## config.mk

```make
export PLATFORM = sky130hd
export DESIGN_NAME = pll_word_ramp_with_divider_recalc_core
export DESIGN_NICKNAME = d
export VERILOG_FILES = /design/src/design/pwr_pkg.sv /design/src/design/pwr_ctrl.sv /design/src/design/pwr_datapath.sv /design/src/design/pll_word_ramp_with_divider_recalc_core.sv
export VERILOG_INCLUDE_DIRS = /design/src /design/src/design
export SDC_FILE = /design/constraint.sdc
export NUM_CORES = 1
export LEC_CHECK = 0
export ABC_AREA = 1
export BUFFER_PORTS_ARGS = -buffer_cell sky130_fd_sc_hd__buf_4
export CORE_ASPECT_RATIO = 1.4
export CORE_UTILIZATION = 50
export CTS_BUF_LIST = sky130_fd_sc_hd__clkbuf_4 sky130_fd_sc_hd__clkbuf_8
export CTS_CLUSTER_DIAMETER = 40
export CTS_CLUSTER_SIZE = 30
export DETAILED_ROUTE_END_ITERATION = 12
export GPL_TIMING_DRIVEN = 0
export PLACE_DENSITY = 0.67
export SYNTH_ARGS = -nofsm -noshare
export SYNTH_HDL_FRONTEND = slang
export SYNTH_SLANG_ARGS = --single-unit
```

## constraint.sdc

```tcl
create_clock -name clk_i -period 8.6 [get_ports clk_i]
set_clock_uncertainty 0.1 [all_clocks]
set_input_delay 0.86 -clock clk_i [delete_from_list [all_inputs] [get_ports clk_i]]
set_output_delay 0.86 -clock clk_i [all_outputs]
set_load 0.02 [all_outputs]
```

## src/design/pll_word_ramp_with_divider_recalc_core_macros.svh

```systemverilog
// Assertion macros shared by the PLL word ramp block.
// Depends on nothing; included by the top level.
`ifndef PLL_WORD_RAMP_WITH_DIVIDER_RECALC_CORE_MACROS_SVH
`define PLL_WORD_RAMP_WITH_DIVIDER_RECALC_CORE_MACROS_SVH

// Implication checked on every clock edge outside reset.
`define PWR_ASSERT_IMP(lbl, clk, rstn, ante, cons) \
  lbl: assert property (@(posedge clk) disable iff (!rstn) (ante) |-> (cons)) \
    else $error("assertion failed");

// Next-cycle implication checked outside reset.
`define PWR_ASSERT_NXT(lbl, clk, rstn, ante, cons) \
  lbl: assert property (@(posedge clk) disable iff (!rstn) (ante) |=> (cons)) \
    else $error("assertion failed");

`endif

```

## src/design/pwr_pkg.sv

```systemverilog
// Package for the PLL word ramp block: payload types, codes and constants.
// Depends on nothing.
`timescale 1ns / 1ps
package pwr_pkg;

  localparam int unsigned WordW = 25;
  localparam int unsigned FreqW = 24;

  localparam logic [1:0] ActRequest = 2'd0;
  localparam logic [1:0] ActTick    = 2'd1;
  localparam logic [1:0] ActPreload = 2'd2;

  localparam logic [2:0] StAccepted = 3'd0;
  localparam logic [2:0] StRefused  = 3'd1;
  localparam logic [2:0] StBusy     = 3'd2;
  localparam logic [2:0] StStep     = 3'd3;
  localparam logic [2:0] StLast     = 3'd4;
  localparam logic [2:0] StAborted  = 3'd5;

  localparam logic RegStepInterval = 1'b0;
  localparam logic RegGuardWord    = 1'b1;

  localparam logic [15:0]      StepIntervalReset = 16'd100;
  localparam logic [WordW-1:0] GuardWordReset    = 25'h0050180;

  localparam logic [FreqW-1:0] DivPeriph  = 24'd133120;
  localparam logic [FreqW-1:0] DivDisplay = 24'd159744;
  localparam logic [FreqW-1:0] DivSerial  = 24'd99840;
  localparam logic [FreqW-1:0] DivHdmi    = 24'd66560;
  localparam logic [FreqW-1:0] DivVideo   = 24'd399360;

  typedef struct packed {
    logic [1:0]       action;
    logic [WordW-1:0] target_word;
    logic             display_clock_on;
    logic             sd_clock_on;
  } pwr_in_t;

  typedef struct packed {
    logic [2:0]       status;
    logic [WordW-1:0] pll_word;
    logic [FreqW-1:0] freq_khz;
    logic [3:0]       periph_div;
    logic [3:0]       display_div;
    logic [3:0]       serial_rx_div;
    logic [3:0]       hdmi_div;
    logic [3:0]       video_div;
    logic [3:0]       sd_div;
  } pwr_out_t;

  typedef enum logic [2:0] {
    S_IDLE, S_DECIDE, S_DIV, S_QUOT, S_OUT
  } pwr_state_e;

  typedef struct packed {
    logic load;      // capture input item
    logic decide;    // evaluate item, update state
    logic div_start;
    logic quot_step; // one step of the quotient engine
    logic present;   // result register valid
  } pwr_cmd_t;

  typedef struct packed {
    logic has_result;
    logic need_div;
    logic div_done;
    logic quot_done;
  } pwr_sts_t;

  // Clamp a quotient to the 4-bit divider field.
  function automatic logic [3:0] clamp15(input logic [FreqW-1:0] q);
    logic [3:0] r;
    r = (q > 24'd15) ? 4'd15 : q[3:0];
    return r;
  endfunction

endpackage

```

## src/design/pwr_ctrl.sv

```systemverilog
// Controller state machine of the PLL word ramp block.
// Depends on pwr_pkg.
`timescale 1ns / 1ps
module pwr_ctrl import pwr_pkg::*; (
  input  logic     clk_i,
  input  logic     rst_ni,
  input  logic     in_fire_i,
  input  logic     out_fire_i,
  input  pwr_sts_t sts_i,
  output pwr_cmd_t cmd_o,
  output logic     busy_o
);

  pwr_state_e state_q, state_d;

  always_ff @(posedge clk_i or negedge rst_ni) begin
    if (!rst_ni) begin
      state_q <= S_IDLE;
    end else begin
      state_q <= state_d;
    end
  end

  always_comb begin
    state_d = state_q;
    unique case (state_q)
      S_IDLE:   if (in_fire_i) state_d = S_DECIDE;
      S_DECIDE: begin
        if (!sts_i.has_result) state_d = S_IDLE;
        else if (sts_i.need_div) state_d = S_DIV;
        else state_d = S_OUT;
      end
      S_DIV:    if (sts_i.div_done) state_d = S_QUOT;
      S_QUOT:   if (sts_i.quot_done) state_d = S_OUT;
      S_OUT:    if (out_fire_i) state_d = S_IDLE;
      default:  state_d = S_IDLE;
    endcase
  end

  always_comb begin
    cmd_o = '0;
    busy_o = 1'b1;
    unique case (state_q)
      S_IDLE: begin
        busy_o = 1'b0;
        cmd_o.load = in_fire_i;
      end
      S_DECIDE: begin
        cmd_o.decide = 1'b1;
        cmd_o.div_start = sts_i.has_result && sts_i.need_div;
      end
      S_DIV:  ;
      S_QUOT: cmd_o.quot_step = 1'b1;
      S_OUT:  cmd_o.present = 1'b1;
      default: ;
    endcase
  end

endmodule

```

## src/design/pwr_datapath.sv

```systemverilog
// Datapath of the PLL word ramp block: ramp state, serial divider, dividers.
// Depends on pwr_pkg.
`timescale 1ns / 1ps
module pwr_datapath import pwr_pkg::*; (
  input  logic             clk_i,
  input  logic             rst_ni,
  input  pwr_cmd_t         cmd_i,
  input  pwr_in_t          item_i,
  input  logic             cfg_we_i,
  input  logic             cfg_idx_i,
  input  logic [WordW-1:0] cfg_data_i,
  output pwr_sts_t         sts_o,
  output pwr_out_t         res_o
);

  logic [15:0]      step_interval_q;
  logic [WordW-1:0] guard_q;
  logic [WordW-1:0] cur_q, goal_q, origin_q, resume_q, next_q;
  logic             ramping_q;
  logic [15:0]      wait_q;
  pwr_in_t          it_q;
  pwr_out_t         res_q, res_d;
  logic             has_res_q, need_div_q;

  // Restoring divider: dividend mul*38400 (24 bits) by an 8-bit divider.
  logic [FreqW-1:0] dvd_q;
  logic [8:0]       rem_q;
  logic [7:0]       dvs_q;
  logic [4:0]       dcnt_q;
  logic             dbusy_q, half_q;
  logic             dfin_q;
  logic [9:0]       rem_sh;
  logic [FreqW-1:0] freq_w;

  // Quotient engine: repeated subtraction per divider, at most 15 steps.
  logic [FreqW-1:0] f_q;
  logic [FreqW-1:0] acc_q [6];
  logic [3:0]       cnt_q [6];
  logic [3:0]       qcnt_q;

  localparam logic [FreqW-1:0] Bases [6] = '{DivPeriph, DivDisplay, DivSerial,
                                              DivHdmi, DivVideo, DivSerial};

  logic             up, past, at_guard;
  logic [15:0]      wait_dec;

  always_comb begin
    up       = goal_q > origin_q;
    past     = (up && next_q > goal_q) || (!up && next_q < goal_q);
    at_guard = (next_q == guard_q) && (it_q.display_clock_on || it_q.sd_clock_on);
    wait_dec = wait_q - 16'd1;
    rem_sh   = {rem_q, dvd_q[FreqW-1]};
    freq_w   = half_q ? {1'b0, dvd_q[FreqW-1:1]} : dvd_q;
  end

  always_comb begin
    res_d = '0;
    res_d.pll_word = cur_q;
    case (it_q.action)
      ActRequest: begin
        if (ramping_q) res_d.status = StBusy;
        else if (it_q.sd_clock_on || (it_q.display_clock_on && it_q.target_word >= guard_q))
          res_d.status = StRefused;
        else res_d.status = StAccepted;
      end
      default: begin
        if (past) res_d.status = StLast;
        else if (at_guard) res_d.status = StAborted;
        else begin
          res_d.pll_word = next_q;
          res_d.status = (next_q == goal_q) ? StLast : StStep;
        end
      end
    endcase
  end

  always_ff @(posedge clk_i or negedge rst_ni) begin
    if (!rst_ni) begin
      step_interval_q <= StepIntervalReset;
      guard_q   <= GuardWordReset;
      cur_q     <= '0;
      goal_q    <= '0;
      origin_q  <= '0;
      resume_q  <= '0;
      next_q    <= '0;
      ramping_q <= 1'b0;
      wait_q    <= '0;
      has_res_q <= 1'b0;
      need_div_q <= 1'b0;
      dbusy_q   <= 1'b0;
      dcnt_q    <= '0;
      dfin_q    <= 1'b0;
    end else begin
      if (cfg_we_i) begin
        if (cfg_idx_i == RegStepInterval) step_interval_q <= cfg_data_i[15:0];
        else guard_q <= cfg_data_i;
      end
      has_res_q <= 1'b0;
      need_div_q <= 1'b0;
      if (cmd_i.load) begin
        case (item_i.action)
          ActPreload: cur_q <= item_i.target_word;
          ActRequest: begin
            has_res_q <= 1'b1;
            need_div_q <= 1'b1;
          end
          ActTick: begin
            if (ramping_q) begin
              if (wait_q == 16'd0 || wait_dec == 16'd0) begin
                has_res_q <= 1'b1;
                wait_q <= '0;
              end else begin
                wait_q <= wait_dec;
              end
            end
          end
          default: ;
        endcase
      end
      if (cmd_i.decide && has_res_q) begin
        if (it_q.action == ActRequest) begin
          if (res_d.status == StAccepted) begin
            goal_q    <= it_q.target_word;
            origin_q  <= cur_q;
            next_q    <= (resume_q != '0) ? resume_q : cur_q;
            ramping_q <= 1'b1;
            wait_q    <= '0;
          end
        end else if (past) begin
          ramping_q <= 1'b0;
          resume_q  <= '0;
        end else if (at_guard) begin
          resume_q  <= next_q;
          ramping_q <= 1'b0;
        end else begin
          cur_q <= next_q;
          if (next_q == goal_q) begin
            ramping_q <= 1'b0;
            resume_q  <= '0;
          end else begin
            next_q <= up ? next_q + 1'b1 : next_q - 1'b1;
            wait_q <= step_interval_q;
          end
        end
      end
      // One-cycle flag in the cycle after the last divider step.
      dfin_q <= dbusy_q && (dcnt_q == 5'(FreqW - 1));
      if (cmd_i.div_start) begin
        dbusy_q <= 1'b1;
        dcnt_q  <= '0;
      end else if (dbusy_q) begin
        dcnt_q <= dcnt_q + 5'd1;
        if (dcnt_q == 5'(FreqW - 1)) dbusy_q <= 1'b0;
      end
    end
  end

  // Payload registers.
  always_ff @(posedge clk_i) begin
    if (cmd_i.load) it_q <= item_i;
    if (cmd_i.decide) res_q <= res_d;
    if (cmd_i.div_start) begin
      dvd_q  <= 24'(it_q.target_word[7:0] * 16'd38400);
      dvs_q  <= it_q.target_word[23:16];
      half_q <= it_q.target_word[24];
      rem_q  <= '0;
    end else if (dbusy_q) begin
      if (rem_sh >= {2'b0, dvs_q}) begin
        rem_q <= 9'(rem_sh - {2'b0, dvs_q});
        dvd_q <= {dvd_q[FreqW-2:0], 1'b1};
      end else begin
        rem_q <= rem_sh[8:0];
        dvd_q <= {dvd_q[FreqW-2:0], 1'b0};
      end
      if (dcnt_q == 5'(FreqW - 1)) begin
        qcnt_q <= '0;
      end
    end
    if (sts_o.div_done) begin
      f_q <= (dvs_q == '0) ? '0 : freq_w;
      for (int i = 0; i < 6; i++) begin
        acc_q[i] <= (dvs_q == '0) ? '0 : freq_w;
        cnt_q[i] <= '0;
      end
      qcnt_q <= '0;
    end else if (cmd_i.quot_step) begin
      qcnt_q <= qcnt_q + 4'd1;
      for (int i = 0; i < 6; i++) begin
        if (acc_q[i] >= Bases[i] && cnt_q[i] != 4'd15) begin
          acc_q[i] <= acc_q[i] - Bases[i];
          cnt_q[i] <= cnt_q[i] + 4'd1;
        end
      end
    end
    if (cmd_i.quot_step && sts_o.quot_done && res_q.status == StAccepted) begin
      res_q.freq_khz      <= f_q;
      res_q.periph_div    <= cnt_q[0];
      res_q.display_div   <= cnt_q[1];
      res_q.serial_rx_div <= cnt_q[2];
      res_q.hdmi_div      <= cnt_q[3];
      res_q.video_div     <= clamp15(24'(cnt_q[4]) + ((acc_q[4] != '0) ? 24'd1 : 24'd0));
      res_q.sd_div        <= cnt_q[5];
    end
  end

  always_comb begin
    sts_o.has_result = has_res_q;
    sts_o.need_div   = need_div_q;
    sts_o.div_done   = dfin_q;
    sts_o.quot_done  = (qcnt_q == 4'd15);
    res_o = res_q;
  end

endmodule

```

## src/design/pll_word_ramp_with_divider_recalc_core.sv

```systemverilog
// Top level of the PLL word ramp block with divider recalculation.
// Depends on pwr_pkg, pwr_ctrl, pwr_datapath and the assertion macro header.
//
//  Channel   Direction  Handshake          Payload
//  in        in         in_valid/in_stall  pwr_in_t
//  out       out        out_valid/out_stall pwr_out_t
//  cfg       in         cfg_valid/cfg_ready index, data
//
// An item is taken in one cycle and evaluated in the next. A tick result is
// registered in the decide state and offered from the output state. Every
// request, busy and refused ones too, runs a 24-step shift-subtract divider
// and then the quotient engine before its result is offered. One item is in
// flight at a time. Reset is asynchronous and active low; it clears the ramp
// state and restores the register defaults. A stalled result holds in the
// output register until taken.
`timescale 1ns / 1ps
`include "pll_word_ramp_with_divider_recalc_core_macros.svh"
module pll_word_ramp_with_divider_recalc_core import pwr_pkg::*; (
  input  logic        clk_i,
  input  logic        rst_ni,
  input  logic        in_valid,
  output logic        in_stall,
  input  pwr_in_t     in_data_i,
  output logic        out_valid,
  input  logic        out_stall,
  output pwr_out_t    out_data_o,
  input  logic        cfg_valid,
  output logic        cfg_ready,
  input  logic [0:0]  cfg_index_i,
  input  logic [31:0] cfg_data_i
);

  pwr_cmd_t cmd;
  pwr_sts_t sts;
  logic     busy;
  logic     in_fire, out_fire;

  // Input is taken only when the controller is idle.
  assign in_stall  = busy;
  assign in_fire   = in_valid && !busy;
  assign out_valid = cmd.present;
  assign out_fire  = out_valid && !out_stall;
  // Registers are always writable; writes are to be made only while the block idles; the block does not enforce it.
  assign cfg_ready = 1'b1;

  pwr_ctrl u_ctrl (
    .clk_i      (clk_i),
    .rst_ni     (rst_ni),
    .in_fire_i  (in_fire),
    .out_fire_i (out_fire),
    .sts_i      (sts),
    .cmd_o      (cmd),
    .busy_o     (busy)
  );

  pwr_datapath u_dp (
    .clk_i      (clk_i),
    .rst_ni     (rst_ni),
    .cmd_i      (cmd),
    .item_i     (in_data_i),
    .cfg_we_i   (cfg_valid && cfg_ready),
    .cfg_idx_i  (cfg_index_i[0]),
    .cfg_data_i (cfg_data_i[WordW-1:0]),
    .sts_o      (sts),
    .res_o      (out_data_o)
  );

  // A new item is never taken while a result is still offered.
  `PWR_ASSERT_IMP(a_no_overlap, clk_i, rst_ni, out_valid, in_stall)
  // A stalled result stays offered in the next cycle.
  `PWR_ASSERT_NXT(a_hold, clk_i, rst_ni, out_valid && out_stall, out_valid)
  // Status codes stay within the defined set.
  `PWR_ASSERT_IMP(a_status, clk_i, rst_ni, out_valid, out_data_o.status <= StAborted)

endmodule

```

# Word level (Yosys, flattened, before mapping)
# Memory sizes are Yosys's and may differ from the RTL's.
# Index checks and enable logic that the tools add are counted.
[totals] reg_bits=370 ram_bits=168 elab_cells=270 memories=2
[classes] add_sub_neg=19 multipliers=1 n_lt_le_gt_ge=12 eq_ne=25 mux=115 bitwise=14 n_reduce_logical=47
[memory_table] memory="u_dp.acc_q" words=6 width=24 rd=6 rd_ports_with_merged_regs=0 write_ports=6 line="pwr_datapath.sv:37" text="logic [FreqW-1:0] acc_q [6];"
[memory_table] memory="u_dp.cnt_q" words=6 width=4 rd=6 rd_ports_with_merged_regs=0 write_ports=6 line="pwr_datapath.sv:38" text="logic [3:0] cnt_q [6];"
[op_table] cell="two-way mux 25 bit" n=19
[op_table] cell="two-way mux 24 bit" n=10
[op_table] cell="two-way mux 16 bit" n=10
[op_table] cell="two-way mux 48 bit" n=2
[op_table] cell=">= comparator 24 x 17 -> 1 bit (second input constant)" n=3
[op_table] cell="subtractor 24 x 17 -> 24 bit (second input constant)" n=3
[op_table] cell="equality test 25 bit" n=2
[op_table] cell="> comparator 25 bit" n=2
[op_table] cell=">= comparator 24 x 18 -> 1 bit (second input constant)" n=2
[op_table] cell="subtractor 24 x 18 -> 24 bit (second input constant)" n=2
[op_table] cell="two-way mux 1 bit" n=46
[op_table] cell="two-way mux 4 bit" n=11
[op_table] cell="two-way mux 3 bit" n=11
[op_table] cell="logical NOT 16 bit" n=2
[op_table] cell="adder 4 x 1 -> 4 bit (second input constant)" n=7
[op_table] cell="adder 25 x 1 -> 25 bit (second input constant)" n=1
[op_table] cell=">= comparator 25 bit" n=1
[op_table] cell="< comparator 25 bit" n=1
[op_table] cell="nonzero test 25 bit" n=1
[op_table] cell="subtractor 25 x 1 -> 25 bit (second input constant)" n=1
[op_table] cell="adder 4 x 24 -> 24 bit" n=1
[op_table] cell=">= comparator 24 x 19 -> 1 bit (second input constant)" n=1
[op_table] cell="> comparator 24 x 4 -> 1 bit (second input constant)" n=1
[op_table] cell="inequality test 4 bit (second input constant)" n=6
[op_table] cell="36 further kinds" n=87

# Logic depth before layout (Yosys ltp)
[depth] ltp_word=12 mapped_depth=25 depth_no_buf=25

# By module
# A second synthesis with hierarchy kept.
[unflattened] hier_cells=3230 hier_area_um2=27566.4
[by_module_without_submodules] module="pwr_datapath" instances=1 cells_each=3187 area_each_um2=27294.9 seq_area_each_um2=13661.9
[by_module_without_submodules] module="pwr_ctrl" instances=1 cells_each=37 area_each_um2=240.2 seq_area_each_um2=75.1
[by_module_without_submodules] module="pll_word_ramp_with_divider_recalc_core" instances=1 cells_each=6 area_each_um2=31.3 seq_area_each_um2=0.0

# Least setup slack after synthesis
# No wires, ideal clock.
[synth_path] path_type="flip-flop to flip-flop" from="register u_dp.it_q[6] (netlist bit)" to="register u_dp.dvd_q[22] (data pin)" setup_time_ns=0.258 t_arrival_ns=3.301 t_required_ns=8.242 slack_ns=4.941 path_stages_with_launch=19 path_buffers=0 period_less_slack_ns=3.659 path_cell_list="edfxtp_1 ha_1 ha_1 inv_1 fa_1 fa_1 inv_1 ha_1 inv_1 nor3_1 nand3_1 nand4_1 nand2_1 inv_1 o21ai_0 nand2_1 a21oi_1 o21ai_0 nand2_1"
[synth_via] elab_chain_len=2
[synth_rtl] element="from (decl)" line="pwr_datapath.sv:21" text="pwr_in_t it_q;"
[synth_rtl] element="from (signal assigned)" line="pwr_datapath.sv:160" text="if (cmd_i.load) it_q <= item_i;"
[synth_rtl] element="multiplier 8 x 7 -> 15 bit" line="pwr_datapath.sv:163" text="dvd_q <= 24'(it_q.target_word[7:0] * 16'd38400);"
[synth_rtl] element="two-way mux 24 bit" line="pwr_datapath.sv:162" text="if (cmd_i.div_start) begin"
[synth_rtl] element="to (signal assigned)" line="pwr_datapath.sv:163"
[synth_rtl] element="to (signal assigned)" line="pwr_datapath.sv:170" text="dvd_q <= {dvd_q[FreqW-2:0], 1'b1};"
[synth_rtl] element="to (signal assigned)" line="pwr_datapath.sv:173" text="dvd_q <= {dvd_q[FreqW-2:0], 1'b0};"
[synth_rtl] element="to (decl)" line="pwr_datapath.sv:26" text="logic [FreqW-1:0] dvd_q;"
# Every way passes these cells.
# A chain may end at the register's enable or synchronous reset.

# Final worst setup path
[layout_path] from="register u_dp.goal_q[24]" to="register u_dp.next_q[23]"
[layout_via] elab_chain_len=9 word_cells_on_any_way=22
[layout_rtl] element="from (decl)" line="pwr_datapath.sv:18" text="logic [WordW-1:0] cur_q, goal_q, origin_q, resume_q, next_q;"
[layout_rtl] element="from (signal assigned)" line="pwr_datapath.sv:123" text="goal_q <= it_q.target_word;"
[layout_rtl] element="> comparator 25 bit" line="pwr_datapath.sv:48" text="up = goal_q > origin_q;"
[layout_rtl] element="logical NOT 1 bit" line="pwr_datapath.sv:49" text="past = (up && next_q > goal_q) || (!up && next_q < goal_q);"
[layout_rtl] element="logical AND 1 bit" line="pwr_datapath.sv:49"
[layout_rtl] element="logical OR 1 bit" line="pwr_datapath.sv:49"
[layout_rtl] element="two-way mux 3 bit" line="pwr_datapath.sv:67" text="if (past) res_d.status = StLast;"
[layout_rtl] element="two-way mux 3 bit" line="pwr_datapath.sv:59" text="case (it_q.action)"
[layout_rtl] element="logical NOT 3 bit" line="pwr_datapath.sv:122" text="if (res_d.status == StAccepted) begin"
[layout_rtl] element="inequality test 2 bit (no line)"
[layout_rtl] element="AND reduction 5 bit (no line)"
[layout_rtl] element="to (signal assigned)" line="pwr_datapath.sv:125" text="next_q <= (resume_q != '0) ? resume_q : cur_q;"
[layout_rtl] element="to (signal assigned)" line="pwr_datapath.sv:141" text="next_q <= up ? next_q + 1'b1 : next_q - 1'b1;"
[layout_rtl] element="to (decl)" line="pwr_datapath.sv:18"
# Several ways; a longest one is shown, not always the timed one. The select of a mux whose other input is x is not followed.

==> results by stage <==
Outcome:
- The run finished with clean final reports.

Timing:
- The total setup violations reported at the end of the flow is 0.
- For this run, the top clock speed supported by timing is roughly 200 MHz.
- At the pin with the least slew margin, the transition time is approximately 1.3 ns.
- Setup repair after global routing left no endpoint under its margin.
- Final hold analysis gives a worst-case slack of approximately 0.076 ns.
- The sum of negative setup slack is 0 ns.
- The clock period minus worst slack is 4.99 ns.
- The final max-slew violation count came to 0.
- In the finished design, the share of the clock period the worst path needs comes to 0.580.
- The final number of hold-violating endpoints came to 0.
- In this run the tightest slew margin relative to its limit is 0.120.

Die:
- The width of the die is just over 200 um.
- Pin placement for this block handled between 100 and 150 I/O pins.
- The effective utilization at floorplan is 0.509.
- The area of the die is around 56000 um2.
- The die height is 281 um.
- The row count is 101.
- The region available for standard cell placement spans around 54000 um2.

Final layout:
- The final-layout fill cell count is ~5000.
- The post-layout instance area is 31200 um2.
- In the final layout, the share of cells above drive strength 1 is 0.0941.
- The number of standard cells in the final layout excluding fillers is between 4000 and 5000.
- The total number of nets in the final design is 3727.
- From synthesis to final layout, the design area changed by 12.4%.

Logic synthesis:
- After synthesis, the cell types taking the most area are edfxtp_1 30%, dfrtp_1 17%, nand2_1 10%, ha_1 7.4%, inv_1 6.1%.
- Of the post-synthesis cell area, the part taken by muxes is 0.000361.
- The XOR/XNOR share of the synthesized area is 0.0278.
- The post-synthesis cell type with the largest combined area is edfxtp_1.
- Yosys printed 0 warnings.
- The number of storage elements in the synthesis netlist is around 500.
- Summing every instance area after synthesis gives ~28000 um2.
- The total nets after synthesis is around 3500.
- The combinational family with the most area after synthesis is simple AND/OR/NAND/NOR gates.
- Counting flops with a built-in enable in the synthesized netlist gives 280.
- The share of synthesized area in the top cell type comes to 0.303.
- Among all flip-flop cells after synthesis, the most frequent one is edfxtp_1.
- By count the netlist is led by 769 x nand2_1, 452 x inv_1, 337 x nor2_1, 307 x o21ai_0, 280 x edfxtp_1.
- In this run the mean area of a mapped cell was 8.43 um2.
- The complex-gate fraction of the synthesized area is 0.104.
- The fraction of registers with async set/reset is 0.392.
- After synthesis, the netlist uses 53 different library cells.
- The fraction of the mapped netlist area in adder cells is 0.0800.
- The share of synthesized cell area in and, or, nand and nor gates is 0.213.
- The sequential area share after synthesis is 0.495.
- Synthesis produced between 3000 and 4000 cells.
- By instance count, the leading cell after synthesis is nand2_1.

Route:
- The count of routing violations after the opening detailed-route iteration is approximately 1700.
- The number of optimization iterations in the first detailed-route pass is 6.
- The final route contains between 20000 and 25000 vias.
- The ratio of routed vias to standard cells is 5.41.
- In the routed design, unresolved DRC markers number 0.
- In this run the remaining antenna-violating nets after routing total 0.
- The total wire length after detailed routing is just over 80 mm.
- In the final routed layout, each cell accounts on average for 19.2 um.

Placement:
- The final estimated routing congestion in global placement is 0.993.
- The total of buffers placed on input and output ports is 137.
- The post-placement cell count is 4150.
- The final HPWL from detailed placement is roughly 65 mm.
- After detailed placement, the total cell area comes to 29700 um2.

Setup path:
- The worst setup path is of the reg2reg kind.
- The maximum fanout along the worst path is 27.
- The startpoint class of the critical path is a flip-flop.
- The worst setup path is captured at a flip-flop.
- The critical path required time is about 9.1 ns.
- The endpoint arrival time on the critical path is between 5 and 6 ns.

Clocking:
- TritonCTS created 57 clock buffers.
- The insertion delay of the later-clocked pin in the worst-skew pair is a little under 0.7 ns.
- Post-CTS timing repair inserted 0 buffers for setup.
- The TritonCTS clock tree is yes.
- CTS saw 497 sinks.
- The clock tree synthesis step divided the H-tree into 2 levels.
- The cell sitting at the root of the clock tree is a clkbuf_8.
- Post-CTS repair changed the size of 0 cells.
- The maximum clock insertion buffer count is 3.
- The clock edge transition at the registers on the reported setup and hold paths is about 0.09 ns.
- The number of hold buffers added after CTS was 0.

Global route:
- The via count of the first global-routing pass came to ~23000.
- Global routing finished with a remaining overflow of 0.
- The number of antenna violations at the first check in global routing is 2.
- The first global-routing pass estimated 126 mm of wire.
- The maximum number of pins on one net before global-route repair is 101.
- The overall fraction of global-route tracks in use is 0.290.

Flow run:
- Across the run, the number of max-cap violations was 0.

Hold path:
- The tightest min-delay check is of the in2async type.
==> area by class of cell <==
class / instances / area, um2 / area share
flip-flops and latches: 497 / 13700 / 0.441
clock buffers: 68 / 898 / 0.0288
plain buffers: 99 / 454 / 0.0146
diodes: 2 / 5.00 / 0.000161
well taps: 721 / 902 / 0.0289
multi-input cells: 2228 / 11800 / 0.379
repair buffers: 139 / 1080 / 0.0348
clock inverters: 40 / 532 / 0.0171
inverters: 466 / 1750 / 0.0561
==> cells by family (layout without fill, tap and decap cells) <==
family | after synthesis | after routing
AND/OR/NAND/NOR | 1419 | 1419
buffers and inverters | 565 | 812
AO/OA/AOI/OAI | 547 | 547
flip-flops | 497 | 497
adder cells (fa/ha/maj) | 172 | 172
XOR/XNOR | 88 | 88
other | 1 | 3
multiplexers | 1 | 1
==> metal layers <==
layer	vias to the layer above	wire [um]	track usage
met5	-	0	0
li1	11200	-	-
met2	709	42300	0.540
met3	235	3800	0.0315
met4	0	5770	0.192
met1	10800	29800	0.308
==> path summary, 6_finish.rpt <==
kind,cells past startpoint,start,slack (ns),endpoint
hold / removal,1,rst_ni,0.08,u_dp.next_q[20]
min in group clk_i,1,in_data_i[22],0.26,u_dp.it_q[22]
setup reg to reg,20,u_dp.goal_q[24],3.61,u_dp.next_q[23]
setup / recovery,20,u_dp.goal_q[24],3.61,u_dp.next_q[23]
max in group asynchronous,2,rst_ni,7.28,u_dp.guard_q[7]
hold reg to reg,2,u_dp.rem_q[8],0.37,u_dp.rem_q[8]
==> sequential cells by signal, indices dropped and copies added (netlist names), 3 cells and up <==
| name | cells |
|---|---|
| u_dp.guard_q | 25 |
| u_dp.dcnt_q | 5 |
| u_dp.resume_q | 25 |
| u_dp.qcnt_q | 4 |
| u_dp.f_q | 24 |
| u_ctrl.state_q | 3 |
| u_dp.dvs_q | 8 |
| u_dp.origin_q | 25 |
| u_dp.cur_q | 25 |
| u_dp.res_o | 76 |
| u_dp.wait_q | 16 |
| u_dp.cnt_q | 24 |
| u_dp.rem_q | 9 |
| u_dp.it_q | 29 |
| u_dp.acc_q | 103 |
| u_dp.next_q | 25 |
| u_dp.goal_q | 25 |
| u_dp.step_interval_q | 16 |
| u_dp.dvd_q | 24 |
==> through the flow <==
stage / utilization / setup slack, ns
finish: 0.572 / 3.61
detailed placement: 0.546 / 3.69
CTS: 0.572 / 3.61
global route: 0.572 / 3.35
floorplan: - / 4.94
global placement: 0.545 / 3.56
==> cell usage in the layout, fill, tap and decap left out, types with 5 or more instances in the layout <==
cell,Yosys,layout
nor3_1,40,40
clkbuf_4,0,6
nor2_2,5,5
o21ai_1,21,21
o21ai_0,307,307
inv_8,0,9
nand2_1,769,768
inv_6,0,7
buf_1,6,6
nor4_1,20,19
dfstp_2,7,7
bufinv_16,0,6
xnor2_1,35,35
clkbuf_8,0,62
inv_1,452,452
buf_2,27,27
o31ai_1,9,9
fa_1,9,9
nand4_1,40,40
nand2_2,4,5
clkinv_2,0,5
nor2_1,337,336
nand3_1,169,169
nand3b_1,16,16
edfxtp_1,280,280
o21bai_1,8,8
a21oi_1,153,153
a21o_1,5,5
xor2_1,53,53
buf_4,5,141
o22ai_1,19,19
dfrtp_1,188,188
or2_2,9,9
ha_1,163,163
inv_2,12,12
a211oi_1,5,5
dfxtp_1,22,22
clkbuf_1,57,57
==> worst max-delay path: stages (launching register included) <==
cell	delay [ns]
dfrtp_1	0.41
ha_1	0.32
nand2_1	0.07
nor2_1	0.13
nand4_1	0.23
nor2_1	0.29
nand2_1	0.17
nand3_1	0.14
nand2_2	0.43
ha_1	0.55
nand2_1	0.07
o21ai_1	0.43
a21boi_1	0.33
o21ai_1	0.49
nand3_1	0.22
nand3_1	0.13
nand2_1	0.05
nand3_1	0.06
nand2_1	0.08
nand2_1	0.08
nand2_1	0.05
Power is left out: the tool's default activity adds up to more than one toggle a clock period on the data nets, which glitch-free logic cannot reach.
